<file path="src/sdes_pkg.sv">
// package: types, constants and permutation helpers for the s-des cbc cipher unit
`default_nettype none

package sdes_pkg;

   // configuration register indexes
   localparam logic CsrKey = 1'b0;
   localparam logic CsrIv  = 1'b1;

   // cipher direction codes
   localparam logic ModeEncrypt = 1'b0;
   localparam logic ModeDecrypt = 1'b1;

   // permutation tables, element [n-1] is the first entry (source bit, 1 = msb)
   typedef logic [7:0][3:0] tab8_type;
   typedef logic [9:0][3:0] tab10_type;
   typedef logic [3:0][3:0] tab4_type;

   localparam tab8_type  TabIp    = {4'd2, 4'd6, 4'd3, 4'd1, 4'd4, 4'd8, 4'd5, 4'd7};
   localparam tab8_type  TabIpInv = {4'd4, 4'd1, 4'd3, 4'd5, 4'd7, 4'd2, 4'd8, 4'd6};
   localparam tab10_type TabP10   = {4'd3, 4'd5, 4'd2, 4'd7, 4'd4,
                                     4'd10, 4'd1, 4'd9, 4'd8, 4'd6};
   localparam tab8_type  TabP8    = {4'd6, 4'd3, 4'd7, 4'd4, 4'd8, 4'd5, 4'd10, 4'd9};
   localparam tab8_type  TabEp    = {4'd4, 4'd1, 4'd2, 4'd3, 4'd2, 4'd3, 4'd4, 4'd1};
   localparam tab4_type  TabP4    = {4'd2, 4'd4, 4'd3, 4'd1};

   // s-boxes indexed by {row, col}, row-major, element [15] is row 0 col 0
   typedef logic [15:0][1:0] sbox_type;
   localparam sbox_type Sbox0 = {2'd1, 2'd0, 2'd3, 2'd2,
                                 2'd3, 2'd2, 2'd1, 2'd0,
                                 2'd0, 2'd2, 2'd1, 2'd3,
                                 2'd3, 2'd1, 2'd3, 2'd2};
   localparam sbox_type Sbox1 = {2'd0, 2'd1, 2'd2, 2'd3,
                                 2'd2, 2'd0, 2'd1, 2'd3,
                                 2'd3, 2'd0, 2'd1, 2'd0,
                                 2'd2, 2'd1, 2'd0, 2'd3};

   // round subkey pair
   typedef struct packed {
      logic [7:0] k1;
      logic [7:0] k2;
   } subkey_type;

   // 8-bit to 8-bit permutation
   function automatic logic [7:0] perm8(input logic [7:0] v, input tab8_type tab);
      logic [7:0] r;
      r = '0;
      for (int i = 0; i < 8; i++) begin
         r[7-i] = v[3'(4'd8 - tab[7-i])];
      end
      return r;
   endfunction

   // 10-bit to 8-bit selection (p8)
   function automatic logic [7:0] perm10to8(input logic [9:0] v, input tab8_type tab);
      logic [7:0] r;
      r = '0;
      for (int i = 0; i < 8; i++) begin
         r[7-i] = v[4'd10 - tab[7-i]];
      end
      return r;
   endfunction

   // 10-bit permutation (p10)
   function automatic logic [9:0] perm10(input logic [9:0] v, input tab10_type tab);
      logic [9:0] r;
      r = '0;
      for (int i = 0; i < 10; i++) begin
         r[9-i] = v[4'd10 - tab[9-i]];
      end
      return r;
   endfunction

   // 4-bit to 8-bit expansion (e/p)
   function automatic logic [7:0] expand4(input logic [3:0] v, input tab8_type tab);
      logic [7:0] r;
      r = '0;
      for (int i = 0; i < 8; i++) begin
         r[7-i] = v[2'(4'd4 - tab[7-i])];
      end
      return r;
   endfunction

   // 4-bit permutation (p4)
   function automatic logic [3:0] perm4(input logic [3:0] v, input tab4_type tab);
      logic [3:0] r;
      r = '0;
      for (int i = 0; i < 4; i++) begin
         r[3-i] = v[2'(4'd4 - tab[3-i])];
      end
      return r;
   endfunction

   // derive k1 and k2 from the 10-bit key
   function automatic subkey_type key_schedule(input logic [9:0] key);
      logic [9:0]  p;
      logic [4:0]  l1;
      logic [4:0]  r1;
      logic [4:0]  l2;
      logic [4:0]  r2;
      subkey_type  sk;
      p  = perm10(key, TabP10);
      l1 = {p[8:5], p[9]};
      r1 = {p[3:0], p[4]};
      l2 = {l1[2:0], l1[4:3]};
      r2 = {r1[2:0], r1[4:3]};
      sk.k1 = perm10to8({l1, r1}, TabP8);
      sk.k2 = perm10to8({l2, r2}, TabP8);
      return sk;
   endfunction

endpackage

`default_nettype wire

</file>
<file path="src/sdes_crypt.sv">
// s-des core with cbc xor: one item through ip, two fk rounds and ip inverse
`default_nettype none

module sdes_crypt (
   input  logic [7:0]          data_in,
   input  logic                mode,
   input  logic [7:0]          chain,
   input  sdes_pkg::subkey_type keys,
   output logic [7:0]          data_out,
   output logic [7:0]          cipher_byte
);
   import sdes_pkg::*;

   // round function: e/p, key mix, s-boxes, p4
   function automatic logic [3:0] round_f(input logic [3:0] r, input logic [7:0] sk);
      logic [7:0] x;
      logic [1:0] s0;
      logic [1:0] s1;
      x  = expand4(r, TabEp) ^ sk;
      s0 = Sbox0[4'd15 - {x[7], x[4], x[6:5]}];
      s1 = Sbox1[4'd15 - {x[3], x[0], x[2:1]}];
      return perm4({s0, s1}, TabP4);
   endfunction

   // fk: left half mixed with round_f of the right half
   function automatic logic [7:0] fk(input logic [7:0] v, input logic [7:0] sk);
      return {v[7:4] ^ round_f(v[3:0], sk), v[3:0]};
   endfunction

   logic       dec;
   logic [7:0] pre;
   logic [7:0] ka;
   logic [7:0] kb;
   logic [7:0] ip_v;
   logic [7:0] f1;
   logic [7:0] f2;
   logic [7:0] core_out;

   // direction selects subkey order and which side of the core gets the chain xor
   always_comb begin
      dec      = (mode == ModeDecrypt);
      pre      = dec ? data_in : (data_in ^ chain);
      ka       = dec ? keys.k2 : keys.k1;
      kb       = dec ? keys.k1 : keys.k2;
      ip_v     = perm8(pre, TabIp);
      f1       = fk(ip_v, ka);
      f2       = fk({f1[3:0], f1[7:4]}, kb);
      core_out = perm8(f2, TabIpInv);
      data_out = dec ? (core_out ^ chain) : core_out;
      // the ciphertext byte of this item feeds the next chain value
      cipher_byte = dec ? data_in : core_out;
   end

endmodule

`default_nettype wire

</file>
<file path="src/sdes_cbc_cipher_unit.sv">
// top level of the s-des cbc cipher unit: input stage, core and result stage
//
//  channel   prefix  direction  payload
//  request   req_    in         data_in[7:0], mode, chain_start
//  response  rsp_    out        data_out[7:0]
//  config    csr_    in         index 0 cipher_key[9:0], index 1 init_vector[7:0]
//
// an item is accepted into an input register, passes the whole cipher as
// combinational logic and lands in a result register: rsp_valid rises once the
// item moves there, which waits while a stalled result occupies that register.
// one item per cycle is sustained while rsp_ready is high; the chain register
// updates as an item enters the result register, so the next item sees it.
// a stalled response holds its item; the input register still takes one more item.
// synchronous reset clears the key, iv, chain value and both valid flags.
`default_nettype none

module sdes_cbc_cipher_unit (
   input  logic       clock,
   input  logic       reset,
   input  logic       req_valid,
   output logic       req_ready,
   input  logic [7:0] req_data_in,
   input  logic       req_mode,
   input  logic       req_chain_start,
   output logic       rsp_valid,
   input  logic       rsp_ready,
   output logic [7:0] rsp_data_out,
   input  logic       csr_write_en,
   input  logic       csr_index,
   input  logic [9:0] csr_wdata
);
   import sdes_pkg::*;

   logic       s1_valid_ff;
   logic       s1_valid_in;
   logic [7:0] s1_data_ff;
   logic       s1_mode_ff;
   logic       s1_start_ff;
   logic       out_valid_ff;
   logic       out_valid_in;
   logic [7:0] out_data_ff;
   logic [9:0] key_ff;
   logic [9:0] key_in;
   logic [7:0] iv_ff;
   logic [7:0] iv_in;
   logic [7:0] prev_ff;
   logic [7:0] prev_in;
   logic       req_fire;
   logic       advance;
   logic [7:0] chain;
   logic [7:0] core_data;
   logic [7:0] core_cipher;
   subkey_type keys;

   // pipeline handshake
   always_comb begin
      advance      = s1_valid_ff && (!out_valid_ff || rsp_ready);
      req_ready    = !s1_valid_ff || advance;
      req_fire     = req_valid && req_ready;
      s1_valid_in  = req_fire || (s1_valid_ff && !advance);
      out_valid_in = advance || (out_valid_ff && !rsp_ready);
   end

   // configuration writes and chain update
   always_comb begin
      key_in  = key_ff;
      iv_in   = iv_ff;
      prev_in = advance ? core_cipher : prev_ff;
      if (csr_write_en) begin
         unique case (csr_index)
            CsrKey:  key_in = csr_wdata;
            CsrIv:   iv_in  = csr_wdata[7:0];
            default: key_in = key_ff;
         endcase
      end
   end

   // subkeys and chaining value for the item in the input register
   always_comb begin
      keys  = key_schedule(key_ff);
      chain = s1_start_ff ? iv_ff : prev_ff;
   end

   sdes_crypt u_crypt (
      .data_in     (s1_data_ff),
      .mode        (s1_mode_ff),
      .chain       (chain),
      .keys        (keys),
      .data_out    (core_data),
      .cipher_byte (core_cipher)
   );

   // control and state registers
   always_ff @(posedge clock) begin
      if (reset) begin
         s1_valid_ff  <= 1'b0;
         out_valid_ff <= 1'b0;
         key_ff       <= '0;
         iv_ff        <= '0;
         prev_ff      <= '0;
      end else begin
         s1_valid_ff  <= s1_valid_in;
         out_valid_ff <= out_valid_in;
         key_ff       <= key_in;
         iv_ff        <= iv_in;
         prev_ff      <= prev_in;
      end
   end

   // payload registers
   always_ff @(posedge clock) begin
      if (req_fire) begin
         s1_data_ff  <= req_data_in;
         s1_mode_ff  <= req_mode;
         s1_start_ff <= req_chain_start;
      end
      if (advance) begin
         out_data_ff <= core_data;
      end
   end

   assign rsp_valid    = out_valid_ff;
   assign rsp_data_out = out_data_ff;

endmodule

`default_nettype wire

</file>
<file path="config.mk">
export PLATFORM = sky130hd
export DESIGN_NAME = sdes_cbc_cipher_unit
export DESIGN_NICKNAME = d
export VERILOG_FILES = /design/src/sdes_pkg.sv /design/src/sdes_crypt.sv /design/src/sdes_cbc_cipher_unit.sv
export SDC_FILE = /design/constraint.sdc
export NUM_CORES = 1
export LEC_CHECK = 0
export ABC_AREA = 1
export BUFFER_PORTS_ARGS = -buffer_cell sky130_fd_sc_hd__buf_4
export CAP_MARGIN = 5
export CORE_ASPECT_RATIO = 1.75
export CORE_MARGIN = 5
export CORE_UTILIZATION = 35
export CTS_BUF_LIST = sky130_fd_sc_hd__clkbuf_8
export DETAILED_ROUTE_END_ITERATION = 12
export PLACE_DENSITY = 0.55
export SYNTH_ARGS = -nofsm -noshare
export SYNTH_HDL_FRONTEND = slang
export SYNTH_HIERARCHICAL = 1
export SYNTH_SLANG_ARGS = --single-unit
export TNS_END_PERCENT = 30
</file>
<file path="constraint.sdc">
create_clock -name clock -period 3.4 [get_ports clock]
set_input_delay 0.68 -clock clock [delete_from_list [all_inputs] [get_ports clock]]
set_output_delay 0.68 -clock clock [all_outputs]
set_load 0.03 [all_outputs]
</file>
==> impl_metrics.json <==
{
  "path_buf_inv": 4,
  "startpoint_type": "flop",
  "register_area_um2": 1100,
  "post-route-min-period_ns": 3.14,
  "wirelength_um": 8830,
  "synth_seq_area_share_pct": 31.7,
  "critPathSlowestCell": "edfxtp_1",
  "layout_common_cells": "132 x nand2_1, 62 x nand3_1, 60 x inv_1, 48 x buf_4, 45 x nor2_1",
  "first_pass_iters": 4,
  "total_leakage_power_nw": 1.91,
  "wire_per_inst_um": 13.1,
  "synth_area_leader_cell": "dfxtp_1",
  "max_freq_mhz": 319,
  "tns_ns": 0,
  "rrSetupSlack_ns": 0.26,
  "die_x_um": 85.3,
  "grt_pass1_wl_um": 14300,
  "numPortBuffers": 35,
  "clkTransAtPathRegs_ns": 0.09,
  "end_kind": "flop",
  "final_hold_viol_count": 0,
  "dpl.hpwl_um": 7550,
  "start_util_pct": 35.5,
  "crit_family": "simple AND/OR/NAND/NOR gates",
  "synth_seq_cells": 46,
  "mostFrequentLayoutCell": "nand2_1",
  "avgSynthCellArea_um2": 6.88,
  "crit_end": "prev_ff[5]",
  "root_buffer": "clkbuf_8",
  "reg2reg_depth": 26,
  "core_um2": 9790,
  "multi_input_area_um2": 2000,
  "routed-wl-met3_um": 170,
  "cpPeakStageDelay_ns": 0.40,
  "dieArea_um2": 12100,
  "antenna_cells": 0,
  "yosys_warnings": 6,
  "highest_layer": "met4",
  "r2r-end": "prev_ff[5]",
  "grt_max_degree": 27,
  "cts_buffers": 5,
  "tightestPinTransition_ns": 0.765,
  "clock_path_buffers": 2,
  "clock_latency_ns": 0.31,
  "io_pins": 36,
  "setup_viol": 0,
  "wl_met1_um": 3380,
  "syn_inst": 505,
  "drive_gt1_share_pct": 27.2,
  "first_iter_violations": 123,
  "rows": 48,
  "startpoint": "s1_start_ff",
  "skew_ns": 0.0159,
  "die_h_um": 142,
  "synth_top_area_share_pct": 16.1,
  "synth_nets": 533,
  "nNetsFinal": 574,
  "gr-usage-all-layers_pct": 15.2,
  "synth_area_leaders": "dfxtp_1 16%, edfxtp_1 16%, nand2_1 14%",
  "wl_met2_um": 4810,
  "drc": 0,
  "critPathMostFrequentCell": "nand2_1",
  "grt_antenna_before_repair": 0,
  "power_density_nw_per_um2": 440,
  "outcome": "completed",
  "r2r-start": "s1_start_ff",
  "vdd_ir_drop_max_uv": 282,
  "vias_per_cell": 4.64,
  "holdWs_ns": 0.487,
  "required_ns": 3.61,
  "grt_pass1_vias": 3061,
  "fillers": 1036,
  "drv_cap": 0,
  "hold_path_class": "flop to flop",
  "vias": 3118,
  "cts_num_sinks": 46,
  "cts_tree": "yes",
  "finalCritPeriodShare_pct": 92.3,
  "cp_num_cells": 26,
  "grt-ovfl-total": 0,
  "antenna_left": 0,
  "synth_area_um2": 3470,
  "total_power_w": 0.00175,
  "crit_type": "flop to flop",
  "area_delta_synth_final_pct": 14.5,
  "relSlewSlack_pct": 49.0,
  "gp_congestion": 0.832,
  "ys_types": 32,
  "arrival_ns": 3.35,
  "htreeDepth": 2,
  "path_max_fanout": 6,
  "drv_slew": 0,
  "final_core_util_pct": 40.6
}
[worst min-delay path: cells and delay by family, from the launching register on]
| kind | cells | cell delay, ns |
|---|---|---|
| flops | 1 | 0.33 |
| simple gates | 1 | 0.08 |
| compound gates | 1 | 0.04 |
[power by group]
group	leakage (nW)	internal [W]	total, W	switching [W]
registers	0.404	0.000629	0.000659	0.0000300
logic	1.46	0.000276	0.000765	0.000489
clock network	0.0493	0.000142	0.000324	0.000182
total	1.91	0.00105	0.00175	0.000701
[sequential cells by signal, indices dropped and copies added, names as in the netlist]
| register | cells |
|---|---|
| iv_ff | 8 |
| key_ff | 10 |
| prev_ff | 8 |
| rsp_data_out | 8 |
| rsp_valid | 1 |
| s1_data_ff | 8 |
| s1_mode_ff | 1 |
| s1_start_ff | 1 |
| s1_valid_ff | 1 |
[final cells by class]
cell class | count | share of cell area, %
multi-input combinational | 375 | 50.4
sequential | 46 | 27.7
timing repair buffer | 48 | 9.06
inverter | 70 | 6.73
tap | 125 | 3.93
clock buffer | 5 | 1.73
clock inverter | 3 | 0.441
[synthesized netlist by cell type, drive strengths merged]
cell	n
xnor2	4
ha	2
mux2	8
o21ai	36
edfxtp	18
nor2	45
nand2	182
inv	69
clkinv	1
nand3	78
xor2	4
a21oi	12
buf	11
dfxtp	28
or2	1
nand3b	3
clkbuf	3
[layer usage]
layer | vias to the layer above | GRT usage (%)
li1 | 1686 | -
met1 | 1366 | 15.2
met2 | 46 | 28.6
met3 | 20 | 1.39
met4 | 0 | 10.2
met5 | - | 0
[stage by stage]
stage          instances  cell area [um^2]  worst slack, ns
2_1_floorplan        505              3470            0.365
3_3_place_gp         661              3850            0.277
3_5_place_dp         661              3850            0.215
4_1_cts              669              3930            0.216
5_1_grt              672              3980          -0.0153
6_report             672              3980            0.261
[logic make-up (layout without fill, tap and decap cells)]
group,Yosys count,after routing,synth area share (%)
xor+xnor,8,8,2.02
compound gates,48,48,8.32
mux,8,8,2.59
flops,46,46,31.7
buf+inv,84,126,11.2
fa+ha+maj,2,2,0.721
simple gates,309,309,43.5
[how the worst min path moves through the flow]
stage,from,end,depth (start not counted)
5_1_grt,prev_ff[1],prev_ff[1],2
3_3_place_gp,prev_ff[1],prev_ff[1],2
3_5_place_dp,iv_ff[0],iv_ff[0],2
2_1_floorplan,prev_ff[0],prev_ff[0],2
6_report,prev_ff[1],prev_ff[1],2
4_1_cts,iv_ff[0],iv_ff[0],2
[what timing repair did]
action / 4_1_cts / 5_1_grt
setup buffers: 0 / 3
endpoints found under the setup margin: 0 / 4
resized for setup: 0 / 5
hold buffers: 0 / 0
(Power assumes the default switching activity.)
